### config.mk
export PLATFORM = sky130hd
export DESIGN_NAME = quarter_hour_demand_peak_tracker_flat
export DESIGN_NICKNAME = d
export VERILOG_FILES = /design/src/sv/qhdp_pkg.sv /design/src/sv/qhdp_if.sv /design/src/sv/qhdp_divider.sv /design/src/sv/quarter_hour_demand_peak_tracker.sv /design/src/flat_wrapper.sv
export SDC_FILE = /design/constraint.sdc
export NUM_CORES = 2
export LEC_CHECK = 0
export BUFFER_PORTS_ARGS = -buffer_cell sky130_fd_sc_hd__buf_4
export CAP_MARGIN = 25
export CORE_UTILIZATION = 55
export DETAILED_ROUTE_END_ITERATION = 6
export PLACE_DENSITY = 0.79
export SLEW_MARGIN = 15
export SYNTH_ARGS = -nofsm -noshare
export SYNTH_HDL_FRONTEND = slang
export SYNTH_SLANG_ARGS = --single-unit
### constraint.sdc
create_clock -name clk -period 7.5 [get_ports clk]
set_clock_uncertainty 0.1 [all_clocks]
set_input_delay 1.125 -clock clk [delete_from_list [all_inputs] [get_ports clk]]
set_output_delay 1.125 -clock clk [all_outputs]
set_load 0.05 [all_outputs]
### src/sv/qhdp_pkg.sv
// ----------------------------------------------------------------------------
// qhdp_pkg: shared constants and helpers for the demand peak tracker
// Window length, datapath widths, register indexes, saturation and divisor helpers.
// ----------------------------------------------------------------------------
package qhdp_pkg;

    localparam int WINDOW_SECONDS = 900;
    localparam int VOLTS          = 230;
    localparam int DECI           = 10;

    // seconds counter holds 0 .. WINDOW_SECONDS, the top value only while the average is formed
    localparam int CNT_W  = $clog2(WINDOW_SECONDS);
    localparam int LEFT_W = $clog2(WINDOW_SECONDS + 1);
    localparam int SEC_W  = 10;
    localparam int LIM_W  = 31;
    localparam int SUM_W  = CNT_W + 32;
    localparam int PROD_W = LIM_W + CNT_W;
    localparam int BUD_W  = SUM_W + 1;
    localparam int DMUL_W = 36;
    localparam int DVD_W  = (BUD_W - 1 > DMUL_W) ? BUD_W - 1 : DMUL_W;
    localparam int DVS_W  = (LEFT_W > 10) ? LEFT_W : 10;
    localparam int CFG_W  = 31;
    localparam int CFG_IDX_W = 1;

    localparam logic [CFG_IDX_W-1:0] REG_POWER_LIMIT = 1'd0;
    localparam logic [CFG_IDX_W-1:0] REG_PHASE_COUNT = 1'd1;

    // saturate a sign/magnitude quotient to int32
    function automatic logic signed [31:0] sat_s32(input logic neg,
                                                   input logic [DVD_W-1:0] mag);
        logic signed [31:0] res;
        if (neg) begin
            if (mag > DVD_W'(32'h8000_0000))
                res = 32'sh8000_0000;
            else
                res = -$signed(mag[31:0]);
        end
        else begin
            if (mag > DVD_W'(32'h7FFF_FFFF))
                res = 32'sh7FFF_FFFF;
            else
                res = $signed(mag[31:0]);
        end
        return res;
    endfunction

    // saturate a sign/magnitude quotient to int16
    function automatic logic signed [15:0] sat_s16(input logic neg,
                                                   input logic [DVD_W-1:0] mag);
        logic signed [15:0] res;
        if (neg) begin
            if (mag > DVD_W'(16'h8000))
                res = 16'sh8000;
            else
                res = -$signed(mag[15:0]);
        end
        else begin
            if (mag > DVD_W'(16'h7FFF))
                res = 16'sh7FFF;
            else
                res = $signed(mag[15:0]);
        end
        return res;
    endfunction

    // volts times phases, the deciamp divisor
    function automatic logic [DVS_W-1:0] phase_divisor(input logic [1:0] phases);
        logic [DVS_W-1:0] res;
        case (phases)
            2'd1:    res = DVS_W'(VOLTS);
            2'd2:    res = DVS_W'(VOLTS * 2);
            2'd3:    res = DVS_W'(VOLTS * 3);
            default: res = '0;
        endcase
        return res;
    endfunction

endpackage

### src/sv/qhdp_if.sv
// ----------------------------------------------------------------------------
// qhdp_if: tick and result channels of the demand peak tracker
// Valid/ready channels; a request moves when valid and ready are both high.
// ----------------------------------------------------------------------------
interface qhdp_tick_if;
    logic               valid;
    logic               ready;
    logic signed [31:0] power_w;
    logic        [7:0]  month;
    logic        [7:0]  year_index;

    modport source (output valid, power_w, month, year_index, input ready);
    modport sink   (input valid, power_w, month, year_index, output ready);
endinterface

interface qhdp_result_if;
    logic               valid;
    logic               ready;
    logic signed [31:0] window_average_w;
    logic               average_valid;
    logic               window_closed;
    logic        [30:0] peak_demand_w;
    logic        [9:0]  seconds_elapsed;
    logic signed [31:0] spare_power_w;
    logic signed [15:0] headroom_deciamps;

    modport source (output valid, window_average_w, average_valid, window_closed,
                    peak_demand_w, seconds_elapsed, spare_power_w, headroom_deciamps,
                    input ready);
    modport sink   (input valid, window_average_w, average_valid, window_closed,
                    peak_demand_w, seconds_elapsed, spare_power_w, headroom_deciamps,
                    output ready);
endinterface

### src/sv/qhdp_divider.sv
// ----------------------------------------------------------------------------
// qhdp_divider: shared unsigned restoring divider
// One quotient bit per cycle; done pulses once the quotient is complete.
// ----------------------------------------------------------------------------
module qhdp_divider
(
    input  logic                      clk,
    input  logic                      rst_n,
    input  logic                      start,
    input  logic [qhdp_pkg::DVD_W-1:0] dividend,
    input  logic [qhdp_pkg::DVS_W-1:0] divisor,
    output logic                      done,
    output logic [qhdp_pkg::DVD_W-1:0] quotient
);
    import qhdp_pkg::*;

    localparam int STEP_W = $clog2(DVD_W + 1);

    logic [DVD_W-1:0]  quo_reg, quo_next;
    logic [DVS_W-1:0]  rem_reg, rem_next;
    logic [DVS_W-1:0]  dvs_reg, dvs_next;
    logic [STEP_W-1:0] step_reg, step_next;
    logic              busy_reg, busy_next;
    logic              done_reg, done_next;

    logic [DVS_W:0]    shifted;
    logic [DVS_W+1:0]  trial;
    logic              fits;

    always_comb
    begin
        shifted = {rem_reg, quo_reg[DVD_W-1]};
        trial   = {1'b0, shifted} - {2'b00, dvs_reg};
        fits    = !trial[DVS_W+1];

        quo_next  = quo_reg;
        rem_next  = rem_reg;
        dvs_next  = dvs_reg;
        step_next = step_reg;
        busy_next = busy_reg;
        done_next = 1'b0;

        if (start)
        begin
            quo_next  = dividend;
            rem_next  = '0;
            dvs_next  = divisor;
            step_next = STEP_W'(DVD_W);
            busy_next = 1'b1;
        end
        else if (busy_reg)
        begin
            // shifted < 2*divisor, so the kept remainder fits DVS_W bits
            rem_next  = fits ? trial[DVS_W-1:0] : shifted[DVS_W-1:0];
            quo_next  = {quo_reg[DVD_W-2:0], fits};
            step_next = step_reg - 1'b1;
            if (step_reg == STEP_W'(1))
            begin
                busy_next = 1'b0;
                done_next = 1'b1;
            end
        end
    end

    always_ff @(posedge clk or negedge rst_n)
    begin
        if (!rst_n)
        begin
            quo_reg  <= '0;
            rem_reg  <= '0;
            dvs_reg  <= '0;
            step_reg <= '0;
            busy_reg <= 1'b0;
            done_reg <= 1'b0;
        end
        else
        begin
            quo_reg  <= quo_next;
            rem_reg  <= rem_next;
            dvs_reg  <= dvs_next;
            step_reg <= step_next;
            busy_reg <= busy_next;
            done_reg <= done_next;
        end
    end

    assign done     = done_reg;
    assign quotient = quo_reg;

endmodule

### src/sv/quarter_hour_demand_peak_tracker.sv
// ----------------------------------------------------------------------------
// quarter_hour_demand_peak_tracker: 15-minute maximum demand meter
// Window energy sum, monthly peak, headroom and headroom current per tick.
// ----------------------------------------------------------------------------
// Datapath: one shared divider, 42 quotient steps. The window average is
//   divided out when the window closes, the headroom when a limit is set
//   mid-window, and the headroom current when phases are nonzero.
// Throughput: one tick at a time; the next is taken in the cycle after the
//   result is registered, later while it is stalled.
// Reset: asynchronous, active low; limit 0, one phase, all state cleared.
// ----------------------------------------------------------------------------
module quarter_hour_demand_peak_tracker
(
    input  logic                          clk,
    input  logic                          rst_n,
    input  logic                          cfg_write,
    input  logic [qhdp_pkg::CFG_IDX_W-1:0] cfg_index,
    input  logic [qhdp_pkg::CFG_W-1:0]     cfg_data,
    qhdp_tick_if.sink                     tick,
    qhdp_result_if.source                 result
);
    import qhdp_pkg::*;

    typedef enum logic [3:0] {
        S_IDLE,
        S_AVG_GO,
        S_AVG_WAIT,
        S_HEAD_MUL,
        S_HEAD_SUB,
        S_HEAD_GO,
        S_HEAD_WAIT,
        S_DA_MUL,
        S_DA_GO,
        S_DA_WAIT,
        S_DONE
    } state_t;

    state_t                    state_reg, state_next;
    logic [LIM_W-1:0]          limit_reg, limit_next;
    logic [1:0]                phase_reg, phase_next;
    logic signed [SUM_W-1:0]   sum_reg, sum_next;
    logic [CNT_W-1:0]          count_reg, count_next;
    logic signed [31:0]        avg_reg, avg_next;
    logic                      seen_reg, seen_next;
    logic [30:0]               peak_reg, peak_next;
    logic [7:0]                mtag_reg, mtag_next;
    logic [7:0]                ytag_reg, ytag_next;
    logic                      closed_reg, closed_next;
    logic [PROD_W-1:0]         prod_reg, prod_next;
    logic signed [BUD_W-1:0]   budget_reg, budget_next;
    logic signed [31:0]        head_reg, head_next;
    logic signed [DMUL_W-1:0]  dmul_reg, dmul_next;
    logic signed [15:0]        da_reg, da_next;
    logic                      neg_reg, neg_next;

    logic                      out_valid_reg, out_valid_next;
    logic signed [31:0]        out_avg_reg, out_avg_next;
    logic                      out_seen_reg, out_seen_next;
    logic                      out_closed_reg, out_closed_next;
    logic [30:0]               out_peak_reg, out_peak_next;
    logic [CNT_W-1:0]          out_sec_reg, out_sec_next;
    logic signed [31:0]        out_head_reg, out_head_next;
    logic signed [15:0]        out_da_reg, out_da_next;

    logic                      div_start;
    logic [DVD_W-1:0]          div_dividend;
    logic [DVS_W-1:0]          div_divisor;
    logic                      div_done;
    logic [DVD_W-1:0]          div_quotient;

    logic                      tick_take;
    logic [SUM_W-1:0]          sum_mag;
    logic [BUD_W-1:0]          bud_mag;
    logic [DMUL_W-1:0]         dmul_mag;
    logic signed [31:0]        avg_q;

    qhdp_divider u_div
    (
        .clk      (clk),
        .rst_n    (rst_n),
        .start    (div_start),
        .dividend (div_dividend),
        .divisor  (div_divisor),
        .done     (div_done),
        .quotient (div_quotient)
    );

    assign tick_take = tick.valid && tick.ready;

    always_comb
    begin
        sum_mag  = sum_reg[SUM_W-1] ? SUM_W'(-sum_reg) : SUM_W'(sum_reg);
        bud_mag  = budget_reg[BUD_W-1] ? BUD_W'(-budget_reg) : BUD_W'(budget_reg);
        dmul_mag = dmul_reg[DMUL_W-1] ? DMUL_W'(-dmul_reg) : DMUL_W'(dmul_reg);
        avg_q    = sat_s32(neg_reg, div_quotient);

        state_next      = state_reg;
        limit_next      = limit_reg;
        phase_next      = phase_reg;
        sum_next        = sum_reg;
        count_next      = count_reg;
        avg_next        = avg_reg;
        seen_next       = seen_reg;
        peak_next       = peak_reg;
        mtag_next       = mtag_reg;
        ytag_next       = ytag_reg;
        closed_next     = closed_reg;
        prod_next       = prod_reg;
        budget_next     = budget_reg;
        head_next       = head_reg;
        dmul_next       = dmul_reg;
        da_next         = da_reg;
        neg_next        = neg_reg;
        out_valid_next  = out_valid_reg && !result.ready;
        out_avg_next    = out_avg_reg;
        out_seen_next   = out_seen_reg;
        out_closed_next = out_closed_reg;
        out_peak_next   = out_peak_reg;
        out_sec_next    = out_sec_reg;
        out_head_next   = out_head_reg;
        out_da_next     = out_da_reg;

        div_start    = 1'b0;
        div_dividend = '0;
        div_divisor  = '0;

        // the user must write configuration only while idle; the block does not enforce it
        if (cfg_write)
        begin
            case (cfg_index)
                REG_POWER_LIMIT: limit_next = cfg_data[LIM_W-1:0];
                REG_PHASE_COUNT: phase_next = cfg_data[1:0];
                default: ;
            endcase
        end

        case (state_reg)
            S_IDLE:
            begin
                if (tick_take)
                begin
                    if (tick.month != mtag_reg || tick.year_index != ytag_reg)
                    begin
                        peak_next = '0;
                        mtag_next = tick.month;
                        ytag_next = tick.year_index;
                    end
                    sum_next    = sum_reg + SUM_W'(tick.power_w);
                    count_next  = count_reg + 1'b1;
                    closed_next = (count_reg == CNT_W'(WINDOW_SECONDS - 1));
                    state_next  = (count_reg == CNT_W'(WINDOW_SECONDS - 1)) ?
                                  S_AVG_GO : S_HEAD_MUL;
                end
            end
            S_AVG_GO:
            begin
                div_start    = 1'b1;
                div_dividend = DVD_W'(sum_mag);
                div_divisor  = DVS_W'(WINDOW_SECONDS);
                neg_next     = sum_reg[SUM_W-1];
                state_next   = S_AVG_WAIT;
            end
            S_AVG_WAIT:
            begin
                if (div_done)
                begin
                    avg_next  = avg_q;
                    seen_next = 1'b1;
                    if (!avg_q[31] && avg_q[30:0] > peak_reg)
                        peak_next = avg_q[30:0];
                    sum_next   = '0;
                    count_next = '0;
                    state_next = S_HEAD_MUL;
                end
            end
            S_HEAD_MUL:
            begin
                if (limit_reg == '0)
                begin
                    head_next  = 32'sh7FFF_FFFF;
                    state_next = S_DA_MUL;
                end
                else if (count_reg == '0)
                begin
                    head_next  = $signed({1'b0, limit_reg});
                    state_next = S_DA_MUL;
                end
                else
                begin
                    prod_next  = PROD_W'(limit_reg) * PROD_W'(WINDOW_SECONDS);
                    state_next = S_HEAD_SUB;
                end
            end
            S_HEAD_SUB:
            begin
                budget_next = $signed({{(BUD_W-PROD_W){1'b0}}, prod_reg})
                            - BUD_W'(sum_reg);
                state_next  = S_HEAD_GO;
            end
            S_HEAD_GO:
            begin
                div_start    = 1'b1;
                div_dividend = DVD_W'(bud_mag);
                div_divisor  = DVS_W'(WINDOW_SECONDS) - DVS_W'(count_reg);
                neg_next     = budget_reg[BUD_W-1];
                state_next   = S_HEAD_WAIT;
            end
            S_HEAD_WAIT:
            begin
                if (div_done)
                begin
                    head_next  = avg_q;
                    state_next = S_DA_MUL;
                end
            end
            S_DA_MUL:
            begin
                if (phase_reg == 2'd0)
                begin
                    da_next    = '0;
                    state_next = S_DONE;
                end
                else
                begin
                    // times ten as 8x + 2x
                    dmul_next  = (DMUL_W'(head_reg) <<< 3) + (DMUL_W'(head_reg) <<< 1);
                    state_next = S_DA_GO;
                end
            end
            S_DA_GO:
            begin
                div_start    = 1'b1;
                div_dividend = DVD_W'(dmul_mag);
                div_divisor  = phase_divisor(phase_reg);
                neg_next     = dmul_reg[DMUL_W-1];
                state_next   = S_DA_WAIT;
            end
            S_DA_WAIT:
            begin
                if (div_done)
                begin
                    da_next    = sat_s16(neg_reg, div_quotient);
                    state_next = S_DONE;
                end
            end
            S_DONE:
            begin
                if (!out_valid_reg || result.ready)
                begin
                    out_valid_next  = 1'b1;
                    out_avg_next    = avg_reg;
                    out_seen_next   = seen_reg;
                    out_closed_next = closed_reg;
                    out_peak_next   = peak_reg;
                    out_sec_next    = count_reg;
                    out_head_next   = head_reg;
                    out_da_next     = da_reg;
                    state_next      = S_IDLE;
                end
            end
            default:
            begin
                state_next = S_IDLE;
            end
        endcase
    end

    always_ff @(posedge clk or negedge rst_n)
    begin
        if (!rst_n)
        begin
            state_reg      <= S_IDLE;
            limit_reg      <= '0;
            phase_reg      <= 2'd1;
            sum_reg        <= '0;
            count_reg      <= '0;
            avg_reg        <= '0;
            seen_reg       <= 1'b0;
            peak_reg       <= '0;
            mtag_reg       <= '0;
            ytag_reg       <= '0;
            closed_reg     <= 1'b0;
            prod_reg       <= '0;
            budget_reg     <= '0;
            head_reg       <= '0;
            dmul_reg       <= '0;
            da_reg         <= '0;
            neg_reg        <= 1'b0;
            out_valid_reg  <= 1'b0;
            out_avg_reg    <= '0;
            out_seen_reg   <= 1'b0;
            out_closed_reg <= 1'b0;
            out_peak_reg   <= '0;
            out_sec_reg    <= '0;
            out_head_reg   <= '0;
            out_da_reg     <= '0;
        end
        else
        begin
            state_reg      <= state_next;
            limit_reg      <= limit_next;
            phase_reg      <= phase_next;
            sum_reg        <= sum_next;
            count_reg      <= count_next;
            avg_reg        <= avg_next;
            seen_reg       <= seen_next;
            peak_reg       <= peak_next;
            mtag_reg       <= mtag_next;
            ytag_reg       <= ytag_next;
            closed_reg     <= closed_next;
            prod_reg       <= prod_next;
            budget_reg     <= budget_next;
            head_reg       <= head_next;
            dmul_reg       <= dmul_next;
            da_reg         <= da_next;
            neg_reg        <= neg_next;
            out_valid_reg  <= out_valid_next;
            out_avg_reg    <= out_avg_next;
            out_seen_reg   <= out_seen_next;
            out_closed_reg <= out_closed_next;
            out_peak_reg   <= out_peak_next;
            out_sec_reg    <= out_sec_next;
            out_head_reg   <= out_head_next;
            out_da_reg     <= out_da_next;
        end
    end

    assign tick.ready               = (state_reg == S_IDLE);
    assign result.valid             = out_valid_reg;
    assign result.window_average_w  = out_avg_reg;
    assign result.average_valid     = out_seen_reg;
    assign result.window_closed     = out_closed_reg;
    assign result.peak_demand_w     = out_peak_reg;
    assign result.seconds_elapsed   = SEC_W'(out_sec_reg);
    assign result.spare_power_w     = out_head_reg;
    assign result.headroom_deciamps = out_da_reg;

    // a closed window restarts the count and always has an average
    a_close_restarts: assert property (@(posedge clk) disable iff (!rst_n)
        result.valid && result.window_closed |->
            result.seconds_elapsed == '0 && result.average_valid)
        else $error("closed window without restart or valid average");

    // count stays below the window length outside the average states
    a_count_range: assert property (@(posedge clk) disable iff (!rst_n)
        count_reg < CNT_W'(WINDOW_SECONDS) || state_reg == S_AVG_GO
            || state_reg == S_AVG_WAIT)
        else $error("second counter out of range");

    // one tick at a time
    a_busy_after_take: assert property (@(posedge clk) disable iff (!rst_n)
        tick_take |=> !tick.ready)
        else $error("tick accepted while a tick is in flight");

    // no headroom when unlimited other than int32 max
    a_unlimited: assert property (@(posedge clk) disable iff (!rst_n)
        state_reg == S_DONE && limit_reg == '0 |-> head_reg == 32'sh7FFF_FFFF)
        else $error("unlimited headroom wrong");

endmodule

### src/flat_wrapper.sv
// flat-port wrapper written by rule: the top's interface ports become plain ports
module quarter_hour_demand_peak_tracker_flat import qhdp_pkg::*;
  (clk, rst_n, cfg_write, cfg_index, cfg_data, tick_valid, tick_power_w, tick_month, tick_year_index, tick_ready, result_valid, result_window_average_w, result_average_valid, result_window_closed, result_peak_demand_w, result_seconds_elapsed, result_spare_power_w, result_headroom_deciamps, result_ready);
  qhdp_tick_if tick_i ();
  qhdp_result_if result_i ();
  input  logic clk;
  input  logic rst_n;
  input  logic cfg_write;
  input  logic [qhdp_pkg::CFG_IDX_W-1:0] cfg_index;
  input  logic [qhdp_pkg::CFG_W-1:0] cfg_data;
  input wire logic [$bits(tick_i.valid)-1:0] tick_valid;
  input wire logic [$bits(tick_i.power_w)-1:0] tick_power_w;
  input wire logic [$bits(tick_i.month)-1:0] tick_month;
  input wire logic [$bits(tick_i.year_index)-1:0] tick_year_index;
  output wire logic [$bits(tick_i.ready)-1:0] tick_ready;
  output wire logic [$bits(result_i.valid)-1:0] result_valid;
  output wire logic [$bits(result_i.window_average_w)-1:0] result_window_average_w;
  output wire logic [$bits(result_i.average_valid)-1:0] result_average_valid;
  output wire logic [$bits(result_i.window_closed)-1:0] result_window_closed;
  output wire logic [$bits(result_i.peak_demand_w)-1:0] result_peak_demand_w;
  output wire logic [$bits(result_i.seconds_elapsed)-1:0] result_seconds_elapsed;
  output wire logic [$bits(result_i.spare_power_w)-1:0] result_spare_power_w;
  output wire logic [$bits(result_i.headroom_deciamps)-1:0] result_headroom_deciamps;
  input wire logic [$bits(result_i.ready)-1:0] result_ready;
  assign tick_i.valid = tick_valid;
  assign tick_i.power_w = tick_power_w;
  assign tick_i.month = tick_month;
  assign tick_i.year_index = tick_year_index;
  assign tick_ready = tick_i.ready;
  assign result_valid = result_i.valid;
  assign result_window_average_w = result_i.window_average_w;
  assign result_average_valid = result_i.average_valid;
  assign result_window_closed = result_i.window_closed;
  assign result_peak_demand_w = result_i.peak_demand_w;
  assign result_seconds_elapsed = result_i.seconds_elapsed;
  assign result_spare_power_w = result_i.spare_power_w;
  assign result_headroom_deciamps = result_i.headroom_deciamps;
  assign result_i.ready = result_ready;
  quarter_hour_demand_peak_tracker u_core (.clk(clk), .rst_n(rst_n), .cfg_write(cfg_write), .cfg_index(cfg_index), .cfg_data(cfg_data), .tick(tick_i), .result(result_i));
endmodule
==> results by group <==
Outcome
  – Status: completed

GRT
  – Vias in the first global route: a little under 30,000
  – GRT Total Usage: between 30% and 40%
  – First-pass GRT wire length: around 160,000 um
  – Initial antenna violation count: 6
  – GRT overflow: 0
  – Pin count of the biggest net entering global routing: 152

Floorplan
  – Starting Density: a little under three fifths
  – Chip width: approximately 260 um
  – DIE HEIGHT: between 200 and 300 um
  – Die area: between 60,000 and 70,000 um^2
  – Ports: 210
  – Core ar.: approximately 64,000 um^2
  – Placement Rows: between 90 and 100

Synthesis
  – Synthesized area per cell: 9.00 um^2
  – Cells after Synth: about 4,000
  – Post-Syn Area: 35,800 um^2
  – Register bit count reported by yosys: 530
  – Sequential cell area fraction in the yosys report: 37.1%
  – Ys async rst share: between 90% and 100%
  – Synthesis warning total: 0
  – Top FF cell, synth: dfrtp_1
  – Post-synth EDFFs: 0
  – Dominant cells by area after synthesis: dfrtp_1, ha_1, o21ai_0
  – Syn Nets: around 4,400
  – Synth top area share: between 30% and 40%
  – Synth cell count leaders: dfrtp_1, nand2_1, o21ai_0
  – Yosys cell types: 77
  – Cell taking the most area after synthesis: dfrtp_1
  – Top-count cell post-synth: dfrtp_1

STA
  – Final hold vios: 0
  – Slew @ Worst Pin: about 1.2 ns
  – Minimum clock period: just under 7 ns
  – Sum Neg Setup Slack: 0 ns
  – Max-slew headroom: about 22%
  – Slew Viols, Final: 0
  – RSZ-0062 raised after global routing: false
  – Max Clk Rate: approximately 150 MHz
  – # setup viols final: 0
  – Period utilization: roughly nine tenths

Final layout
  – Area Growth Syn to Fin: 12.2%
  – Fin nets: about 4,500
  – Final Util: a little over three fifths
  – Final Instance Area: ~40,000 um^2
  – Layout cells sized above 1: ~13%
  – Final cell count without fillers: roughly 5,000
  – Max reg flops: between 40 and 50
  – Antenna fix cells: 0

Worst setup path
  – WP data arrival: between 7 and 8 ns
  – WS Path Type: flip-flop to flip-flop
  – Critical path cell sequence: or4_1, nor4b_2, and3_1, nand2_1, a21o_1, or2_2, o311ai_0, ha_1, nand4_1, nor4_1, o21ai_0, o2111ai_1, and3_1, and2_1, buf_4, a22o_1
  – CP startpoint kind: flip-flop
  – Critical Path RT: about 8 ns
  – CP peak stage delay: 1.00 ns
  – Critical path fanouts, max: 32
  – CP most frequent cell: and3_1
  – CP endpoint kind: flip-flop
  – Worst path slowest cell: o311ai_0

Placement
  – Placed Cells: between 4,000 and 5,000
  – Placed instance area: between 30,000 and 40,000 um^2
  – Dpl hpwl: just under 80,000 um
  – RD Place Congestion: ~1.0
  – PortBufs: 209

Power and ir drop
  – Max VDD drop: between 0.0002 and 0.0003 V
  – Pwr/cell area: roughly 500 nW/um^2
  – Leak Pwr: around 0.019 uW

Detailed routing
  – Final ANT Viol Nets: 0
  – Mean routed wirelength per cell: about 21 um
  – DRC viols: 0
  – Vias per inst: 6.09
  – Via count: a little over 30,000
  – DRT Pass-1 Iters: 6
  – Drt total wl: 103,000 um
  – Iter 0 DRT Violations: 2,992

CTS
  – Clock Latency Late Sink: roughly 0.65 ns
  – Clock transition at path regs: 0.06 ns
  – Clock Path Buffers: 3
  – Number of gates resized after CTS: 0
  – H-tree levels: 2
  – CTS root buf: clkbuf_16
  – TritonCTS clock tree: built
  – TritonCTS Buffers: 56
  – Hold Buf Count CTS: 0
  – CTS sink count: 530
  – Postcts setup bufs: 0

Job
  – Max-cap viol count: 0

Min path
  – Hold Path Class: flip-flop to flip-flop
==> cells in the final DEF (no fill, tap or decap), drive strengths merged, types with 20 or more instances in the layout <==
master  count
o41ai      22
o22ai      35
mux2      117
clkbuf     82
nand2b     35
ha        285
o21ai     493
nand3      46
o311ai     27
nand4      48
nor2      141
a211oi     21
xor2      126
o31ai      55
xnor2     156
mux2i      45
nor3       68
nor4       27
a21o       97
a21oi     208
nand2     523
fa         57
a22o       33
or3        66
inv       272
nor2b      33
o21a       20
dfrtp     529
buf       257
==> logic make-up after synthesis <==
kind of cell	share of synthesized area (%)
buf+inv	4.91
flops	37.1
xor+xnor	6.90
compound gates	19.3
mux	4.94
fa+ha+maj	13.1
simple gates	13.7
==> report_power, final <==
part	internal [uW]	total [uW]	switching [uW]	leakage [uW]
combinational	4600	11400	6850	0.0114
sequential	3860	5250	1390	0.00688
clock	1650	2890	1240	0.000931
total	10100	19600	9480	0.0192
==> per-layer routing <==
metal | global-route usage, % | routed length, um | vias to the layer above
met5 | 0 | 40 | -
met4 | 11.1 | 3990 | 6
met3 | 4.67 | 7590 | 246
met2 | 51.3 | 49200 | 1176
met1 | 40.7 | 42200 | 14700
li1 | - | - | 14300
==> layout make-up <==
type | instances | area, um^2
Inverter | 270 | 1010
Clock inverter | 25 | 318
Tap cell | 855 | 1070
Timing Repair Buffer | 259 | 2030
Sequential cell | 530 | 13300
Multi-Input combinational cell | 2978 | 20800
Clock buffer | 80 | 1610
Fill cell | 5336 | 24200
==> critical path: cells and delay by family (launching register included) <==
kind / cells / cell delay, ns
flops: 1 / 0.46
fa+ha+maj: 1 / 0.26
compound gates: 5 / 2.04
simple gates: 9 / 3.47
buf+inv: 1 / 0.31
==> metrics by stage <==
stage | hold WS, ns | power [uW] | setup WS, ns
6_report | 0.369 | 19600 | 0.776
4_1_cts | 0.374 | 19400 | 0.908
3_3_place_gp | 0.348 | 16200 | 1.05
2_1_floorplan | 0.330 | 13200 | 2.18
3_5_place_dp | 0.356 | 16500 | 0.925
5_1_grt | 0.391 | 21000 | 0.520
==> path summary, 6_finish.rpt <==
path	startpoint	end	slack [ns]	cells past startpoint
min in group asynchronous	rst_n	u_core.ytag_reg[3]	0.42	1
max in group asynchronous	rst_n	u_core.sum_reg[35]	5.49	2
worst min register to register	u_core.seen_reg	u_core.seen_reg	0.37	1
worst max-delay path	u_core.u_div.quotient[10]	u_core.peak_reg[21]	0.78	16
worst max register to register	u_core.u_div.quotient[10]	u_core.peak_reg[21]	0.78	16
worst min-delay path	u_core.seen_reg	u_core.seen_reg	0.37	1
No activity file was read; power rests on OpenSTA's default activity.
